File: config.mk
export PLATFORM = sky130hd
export DESIGN_NAME = alpha_blend_pixel_packer_top
export DESIGN_NICKNAME = d
export VERILOG_FILES = /design/src/hdl/abpp_pkg.sv /design/src/hdl/abpp_cfg_regs.sv /design/src/hdl/alpha_blend_pixel_packer_top.sv
export SDC_FILE = /design/constraint.sdc
export NUM_CORES = 2
export LEC_CHECK = 0
export BUFFER_PORTS_ARGS = -buffer_cell sky130_fd_sc_hd__buf_2
export CAP_MARGIN = 15
export CORE_AREA = 2 2 229 231
export CTS_BUF_LIST = sky130_fd_sc_hd__clkbuf_8
export DETAILED_ROUTE_END_ITERATION = 8
export DIE_AREA = 0 0 231 233
export MAX_ROUTING_LAYER = met4
export PLACE_DENSITY = 0.72
export SLEW_MARGIN = 40
export SYNTH_ARGS = -nofsm -noshare
export SYNTH_HDL_FRONTEND = slang
export SYNTH_SLANG_ARGS = --single-unit
File: constraint.sdc
create_clock -name clk_i -period 10.76 [get_ports clk_i]
set_input_delay 1.076 -clock clk_i [delete_from_list [all_inputs] [get_ports clk_i]]
set_output_delay 1.076 -clock clk_i [all_outputs]
set_load 0.1 [all_outputs]
File: src/hdl/abpp_pkg.sv
// Package for the alpha blend pixel packer: config types, register codes, channel helpers.
`default_nettype none

package abpp_pkg;

  localparam int unsigned CfgIdxW  = 3;
  localparam int unsigned CfgDataW = 32;
  localparam int unsigned ChanW    = 8;
  localparam int unsigned PixW     = 32;

  typedef enum logic [CfgIdxW-1:0] {
    REG_RED_SHIFT   = 3'd0,
    REG_RED_BITS    = 3'd1,
    REG_GREEN_SHIFT = 3'd2,
    REG_GREEN_BITS  = 3'd3,
    REG_BLUE_SHIFT  = 3'd4,
    REG_BLUE_BITS   = 3'd5,
    REG_THREE_BYTE  = 3'd6
  } abpp_reg_e;

  typedef struct packed {
    logic [4:0] red_shift;
    logic [3:0] red_bits;
    logic [4:0] green_shift;
    logic [3:0] green_bits;
    logic [4:0] blue_shift;
    logic [3:0] blue_bits;
    logic       three_byte_mode;
  } abpp_cfg_t;

  localparam logic [7:0] AlphaFull = 8'd255;

  // widths above eight count as eight
  function automatic logic [3:0] eff_bits(logic [3:0] bits);
    return (bits > 4'd8) ? 4'd8 : bits;
  endfunction

  function automatic logic [7:0] unpack_chan(logic [31:0] word, logic [4:0] shift,
                                             logic [3:0] bits);
    logic [3:0]  n;
    logic [31:0] f;
    logic [7:0]  fld;
    n   = eff_bits(bits);
    f   = word >> shift;
    fld = f[7:0] & ~(8'hFF << n);
    if (n == 4'd0) begin
      return 8'd0;
    end
    return fld << (4'd8 - n);
  endfunction

  function automatic logic [31:0] pack_chan(logic [7:0] v, logic [4:0] shift,
                                            logic [3:0] bits);
    logic [3:0] n;
    logic [7:0] f;
    n = eff_bits(bits);
    f = v >> (4'd8 - n);
    if (n == 4'd0) begin
      return 32'd0;
    end
    return {24'd0, f} << shift;
  endfunction

  // floor(x / 255) for x below 65280
  function automatic logic [7:0] div255(logic [15:0] x);
    logic [16:0] t;
    t = {1'b0, x} + {9'd0, x[15:8]} + 17'd1;
    return t[15:8];
  endfunction

endpackage

`default_nettype wire

File: src/hdl/abpp_cfg_regs.sv
// Configuration register file for the alpha blend pixel packer.
`default_nettype none

module abpp_cfg_regs (
  input  wire logic                          clk_i,
  input  wire logic                          rst_ni,
  input  wire logic                          cfg_valid_i,
  output logic                               cfg_ready_o,
  input  wire logic [abpp_pkg::CfgIdxW-1:0]  cfg_index_i,
  input  wire logic [abpp_pkg::CfgDataW-1:0] cfg_data_i,
  output abpp_pkg::abpp_cfg_t                cfg_o
);

  abpp_pkg::abpp_cfg_t cfg_q, cfg_d;

  assign cfg_ready_o = 1'b1;
  assign cfg_o       = cfg_q;

  always_comb begin
    cfg_d = cfg_q;
    if (cfg_valid_i) begin
      unique case (cfg_index_i)
        abpp_pkg::REG_RED_SHIFT:   cfg_d.red_shift       = cfg_data_i[4:0];
        abpp_pkg::REG_RED_BITS:    cfg_d.red_bits        = cfg_data_i[3:0];
        abpp_pkg::REG_GREEN_SHIFT: cfg_d.green_shift     = cfg_data_i[4:0];
        abpp_pkg::REG_GREEN_BITS:  cfg_d.green_bits      = cfg_data_i[3:0];
        abpp_pkg::REG_BLUE_SHIFT:  cfg_d.blue_shift      = cfg_data_i[4:0];
        abpp_pkg::REG_BLUE_BITS:   cfg_d.blue_bits       = cfg_data_i[3:0];
        abpp_pkg::REG_THREE_BYTE:  cfg_d.three_byte_mode = cfg_data_i[0];
        default: ;
      endcase
    end
  end

  always_ff @(posedge clk_i or negedge rst_ni) begin
    if (!rst_ni) begin
      cfg_q.red_shift       <= 5'd16;
      cfg_q.red_bits        <= 4'd8;
      cfg_q.green_shift     <= 5'd8;
      cfg_q.green_bits      <= 4'd8;
      cfg_q.blue_shift      <= 5'd0;
      cfg_q.blue_bits       <= 4'd8;
      cfg_q.three_byte_mode <= 1'b0;
    end else begin
      cfg_q <= cfg_d;
    end
  end

  a_cfg_ready: assert property (@(posedge clk_i) disable iff (!rst_ni)
    cfg_ready_o)
    else $error("config channel not ready");

  a_cfg_known: assert property (@(posedge clk_i) disable iff (!rst_ni)
    !$isunknown(cfg_q))
    else $error("config register unknown");

  a_cfg_mode_write: assert property (@(posedge clk_i) disable iff (!rst_ni)
    cfg_valid_i && cfg_index_i == abpp_pkg::REG_THREE_BYTE
      |=> cfg_q.three_byte_mode == $past(cfg_data_i[0]))
    else $error("three_byte_mode transfer not taken");

endmodule

`default_nettype wire

File: src/hdl/alpha_blend_pixel_packer_top.sv
// Top level of the alpha blend pixel packer: three-stage blend pipeline.
// Each accepted input passes through the unpack, multiply-add and divide/pack stage registers in order.
// Throughput: one pixel per cycle while out_stall_i is low.
// Stages advance independently, so bubbles are squeezed out under output stall.
// Reset: config returns to 8:8:8 at 16/8/0, 32-bit mode; pipeline emptied.
`default_nettype none

module alpha_blend_pixel_packer_top (
  input  wire logic                          clk_i,
  input  wire logic                          rst_ni,
  input  wire logic                          cfg_valid_i,
  output logic                               cfg_ready_o,
  input  wire logic [abpp_pkg::CfgIdxW-1:0]  cfg_index_i,
  input  wire logic [abpp_pkg::CfgDataW-1:0] cfg_data_i,
  input  wire logic                          in_valid_i,
  output logic                               in_stall_o,
  input  wire logic [7:0]                    src_red_i,
  input  wire logic [7:0]                    src_green_i,
  input  wire logic [7:0]                    src_blue_i,
  input  wire logic [7:0]                    src_alpha_i,
  input  wire logic [31:0]                   dest_pixel_i,
  output logic                               out_valid_o,
  input  wire logic                          out_stall_i,
  output logic                               write_pixel_o,
  output logic [31:0]                        out_pixel_o
);

  abpp_pkg::abpp_cfg_t cfg;

  abpp_cfg_regs u_cfg (
    .clk_i       (clk_i),
    .rst_ni      (rst_ni),
    .cfg_valid_i (cfg_valid_i),
    .cfg_ready_o (cfg_ready_o),
    .cfg_index_i (cfg_index_i),
    .cfg_data_i  (cfg_data_i),
    .cfg_o       (cfg)
  );

  logic v1_q, v2_q, v3_q;
  logic en1, en2, en3;

  assign en3 = !v3_q || !out_stall_i;
  assign en2 = !v2_q || en3;
  assign en1 = !v1_q || en2;
  assign in_stall_o = !en1;

  // stage 1: unpack destination
  logic [7:0] sr_q, sg_q, sb_q, a_q, dr_q, dg_q, db_q;
  logic [31:0] dest_m;
  always_comb begin
    dest_m = dest_pixel_i;
    if (cfg.three_byte_mode) begin
      dest_m[31:24] = 8'd0;
    end
  end

  always_ff @(posedge clk_i) begin
    if (en1) begin
      sr_q <= src_red_i;
      sg_q <= src_green_i;
      sb_q <= src_blue_i;
      a_q  <= src_alpha_i;
      dr_q <= abpp_pkg::unpack_chan(dest_m, cfg.red_shift, cfg.red_bits);
      dg_q <= abpp_pkg::unpack_chan(dest_m, cfg.green_shift, cfg.green_bits);
      db_q <= abpp_pkg::unpack_chan(dest_m, cfg.blue_shift, cfg.blue_bits);
    end
  end

  // stage 2: s*a + d*(255-a); alpha 255 reduces to s*255
  logic [7:0]  na;
  logic [15:0] sum_r_q, sum_g_q, sum_b_q;
  logic        azero_q;
  assign na = abpp_pkg::AlphaFull - a_q;

  always_ff @(posedge clk_i) begin
    if (en2) begin
      sum_r_q <= 16'(sr_q) * 16'(a_q) + 16'(dr_q) * 16'(na);
      sum_g_q <= 16'(sg_q) * 16'(a_q) + 16'(dg_q) * 16'(na);
      sum_b_q <= 16'(sb_q) * 16'(a_q) + 16'(db_q) * 16'(na);
      azero_q <= (a_q == 8'd0);
    end
  end

  // stage 3: divide by 255, repack; alpha 0 gives a zero pixel and no write
  logic [31:0] px;
  always_comb begin
    px = abpp_pkg::pack_chan(abpp_pkg::div255(sum_r_q), cfg.red_shift, cfg.red_bits)
       | abpp_pkg::pack_chan(abpp_pkg::div255(sum_g_q), cfg.green_shift, cfg.green_bits)
       | abpp_pkg::pack_chan(abpp_pkg::div255(sum_b_q), cfg.blue_shift, cfg.blue_bits);
    if (cfg.three_byte_mode) begin
      px[31:24] = 8'd0;
    end
    if (azero_q) begin
      px = 32'd0;
    end
  end

  logic        wr_q;
  logic [31:0] px_q;
  always_ff @(posedge clk_i) begin
    if (en3) begin
      wr_q <= !azero_q;
      px_q <= px;
    end
  end

  always_ff @(posedge clk_i or negedge rst_ni) begin
    if (!rst_ni) begin
      v1_q <= 1'b0;
      v2_q <= 1'b0;
      v3_q <= 1'b0;
    end else begin
      if (en1) v1_q <= in_valid_i;
      if (en2) v2_q <= v1_q;
      if (en3) v3_q <= v2_q;
    end
  end

  assign out_valid_o   = v3_q;
  assign write_pixel_o = wr_q;
  assign out_pixel_o   = px_q;

  a_nowrite_zero: assert property (@(posedge clk_i) disable iff (!rst_ni)
    out_valid_o && !write_pixel_o |-> out_pixel_o == 32'd0)
    else $error("no-write result carries a nonzero pixel");

  a_24bit_top: assert property (@(posedge clk_i) disable iff (!rst_ni)
    out_valid_o && cfg.three_byte_mode |-> out_pixel_o[31:24] == 8'd0)
    else $error("24-bit result has top byte set");

  a_stall_full: assert property (@(posedge clk_i) disable iff (!rst_ni)
    in_stall_o |-> v1_q && v2_q && v3_q && out_stall_i)
    else $error("input stalled while pipeline has room");

  a_stall_hold: assert property (@(posedge clk_i) disable iff (!rst_ni)
    v3_q && out_stall_i |=> v3_q && $stable(px_q) && $stable(wr_q))
    else $error("stalled result changed");

endmodule

`default_nettype wire

==> run_results.csv <==
group,metric,value,unit
status,outcome,"finished clean",
sta,fmax,153.9,MHz
drt,antenna_left,0,
clock_network,cts_setup_buffers,0,
clock_network,cts-buffers-inserted,17,
sta,rsz0062_at_grt,"false",
drt,num_vias,23090,
worst_setup_path,cp_num_buf_inv,7,
worst_setup_path,crit_required,11.08,ns
drt,viasPerCell,6.205,
sta,slew_violations,0,
sta,skew,0.02156,ns
floorplanning,start_util,54.95,%
synth,synth.cell_area,28070,µm²
global_route,antenna_found_initial,1,
worst_setup_path,slowest_stage,"a2111oi_0",
drt,routed_wl,80.03,mm
clock_network,clk_latency,0.59,ns
global_route,grt_pass1_vias,23170,
drt,wl_per_cell,21.51,µm
floorplanning,die_w,231,µm
sta,setup_violations,0,
clock_network,hold_buffers,0,
worst_setup_path,slowest_delay,0.60,ns
floorplanning,coreArea,51090,µm²
clock_network,clock-sinks,169,
synth,synth_flop_cell,"edfxtp_1",
job,maxCapViolations,0,
drt,drcViolationCount,0,
sta,tns,0,ns
layout,nNetsFinal,3638,
floorplanning,io_pins,140,
synth,synth_edf_count,138,
worst_setup_path,worst-path-max-fanout,49,
clock_network,clock_path_buffers,2,
synth,yosysWarnings,0,
global_route,grt_remaining_overflow,0,
placement,numPortBuffers,111,
synth,synth_seq_cells,169,
layout,final_cell_mix,"inv_1, fa_1, nand2_1",
placement,gp_congestion,1.052,
worst_setup_path,start_kind,"flip-flop",
floorplanning,fp-row-count,83,
clock_network,cts_tree,"yes",
clock_network,h-tree-depth,4,
synth,yosysSeqAreaShare,17.55,%
min_path,hold_path_class,"in2async",
sta,slew_headroom,41.46,%
drt,drtIter0Drc,2283,
sta,tightest_slew,0.8714,ns
worst_setup_path,crit_family,"adder cells",
sta,min_period,6.498,ns
global_route,grt_pass1_wl,127.3,mm
floorplanning,die-area,53820,µm²
clock_network,post_cts_resized,0,
sta,holdWs,0.4399,ns
clock_network,cts.clk_slew.worst_paths,0.11,ns
drt,drt-pass1-iter-count,8,
sta,finalCritPeriodShare,60.39,%
floorplanning,fp.dieH,233,µm
layout,utilization,57.66,%
clock_network,cts_root_buf,"clkbuf_8",
worst_setup_path,worstPathCellList,"buf_4 -> nand2_1 -> fa_1 -> inv_1 -> ha_1 -> inv_1 -> fa_1 -> inv_1 -> fa_1 -> inv_1 -> fa_1 -> inv_1 -> fa_1 -> ha_1 -> inv_1 -> o21bai_1 -> a21oi_1 -> o21bai_1 -> a21oi_1 -> o21bai_1 -> a2111oi_0 -> o31ai_1 -> a21oi_1 -> xnor2_1",
worst_setup_path,cpMostUsedCell,"inv_1",
sta,final_hold_viol_count,0,
worst_setup_path,crit_type,"reg2reg",
global_route,grt.total_usage,31.62,%
worst_setup_path,cp-end-kind,"flip-flop",
synth,synth_cell_type_count,106,
synth,synth_cells,3042,
synth,syn_avg_cell_area,9.229,µm²
global_route,grt_max_degree,59,
layout,final_common_cell,"inv_1",
placement,hpwl,60.65,mm
layout,areaGrowthSynthToFinish,4.938,%
worst_setup_path,crit_arrival,6.82,ns
layout,drive_gt1_share,12.07,%
synth,async_flop_share,18.34,%
-- metrics by stage --
step                cell area, µm²  std cells  worst slack [ns]
floorplan                    28080       3044             4.698
global placement             29020       3688             4.353
detailed placement           29040       3688             4.290
CTS                          29440       3720             4.274
global route                 29460       3721             3.782
finish                       29460       3721             4.262
-- final cells by class --
class                           instances  area [µm²]
Fill cell                            4509       21630
Multi-Input combinational cell       2238       20760
Sequential cell                       169        4936
Inverter                              459        1723
Tap cell                              680       850.8
Timing Repair Buffer                  142       794.5
Clock buffer                           17       234.0
Clock inverter                         15       162.7
Antenna cell                            1       2.502
-- flip-flops by register name, summed over array words and instances, names as in the netlist --
signal	count
sr_q	8
sum_r_q	16
out_valid_o	1
v2_q	1
sum_b_q	16
db_q	8
sb_q	8
dg_q	8
dr_q	8
a_q	8
v1_q	1
out_pixel_o	32
write_pixel_o	1
azero_q	1
u_cfg.cfg_o	28
sg_q	8
sum_g_q	16
-- worst reg2reg max path: stages, from the launching register on --
cell and delay (ns):
edfxtp_1 0.33, buf_4 0.51, nand2_1 0.18, fa_1 0.56
inv_1 0.04, ha_1 0.26, inv_1 0.05, fa_1 0.50
inv_1 0.05, fa_1 0.53, inv_1 0.05, fa_1 0.47
inv_1 0.05, fa_1 0.45, ha_1 0.33, inv_1 0.06
o21bai_1 0.07, a21oi_1 0.23, o21bai_1 0.09, a21oi_1 0.24
o21bai_1 0.13, a2111oi_0 0.60, o31ai_1 0.16, a21oi_1 0.20
xnor2_1 0.10
-- logic make-up after synthesis --
| kind of cell | after synthesis | synth area share, % |
|---|---|---|
| AOI/OAI and AO/OA | 518 | 13.05 |
| xor gates and xnor gates | 52 | 1.622 |
| adders and majority gates | 507 | 30.30 |
| buffers and inverters | 637 | 8.673 |
| DFF | 169 | 17.55 |
| muxes | 181 | 10.70 |
| other | 2 | 0.02675 |
| and+or+nand+nor | 976 | 18.08 |
-- Yosys cell counts (9+ instances only) --
cell	n	area share (%)
xor2_1	10	0.31
o21bai_1	11	0.29
nand2b_1	82	1.8
a32oi_1	9	0.28
clkbuf_1	146	2.0
a31oi_1	38	0.85
nor3_1	73	1.3
buf_2	17	0.30
nand2_1	254	3.4
and2_1	123	2.7
ha_1	219	9.8
nand4_1	20	0.45
nor2b_1	157	3.5
and3_1	16	0.36
xnor2_1	42	1.3
o21a_1	18	0.48
mux4_2	91	7.3
mux2_2	33	1.3
a211oi_1	42	1.1
o22ai_1	18	0.40
or3_1	16	0.36
o32ai_1	9	0.28
a22oi_1	15	0.40
buf_1	11	0.15
fa_1	288	21
a21oi_1	112	2.0
a221oi_1	10	0.31
nor2_1	128	1.7
nand3_1	52	0.93
o31ai_1	11	0.29
inv_1	450	6.0
edfxtp_1	138	15
dfrtp_1	26	2.3
mux2i_1	56	2.0
a21o_1	13	0.35
o211ai_1	19	0.51
o21ai_0	66	1.2
-- per-layer routing --
layer  vias up  part of all wire (%)  routed length [µm]  GRT usage [%]
li1      10400                     -                   -              -
met1     11480                    41               33160          40.43
met2      1050                    47               37260          49.92
met3       159                   7.8                6217          5.404
met4         0                   4.3                3404          13.25
met5         -                     0                   0              -
-- worst paths after layout --
check / startpoint / slack (ns) / cells past startpoint / endpoint
min in group clk_i: v1_q / 0.48 / 1 / v2_q
setup reg to reg: a_q[1] / 4.26 / 24 / sum_r_q[15]
hold / removal: rst_ni / 0.44 / 1 / u_cfg.cfg_o[18]
hold reg to reg: v1_q / 0.48 / 1 / v2_q
setup / recovery: a_q[1] / 4.26 / 24 / sum_r_q[15]
max in group asynchronous: rst_ni / 9.93 / 1 / u_cfg.cfg_o[23]
Power is not shown: default switching activity piles up to over one toggle a cycle in this logic, so the estimate is an artifact.
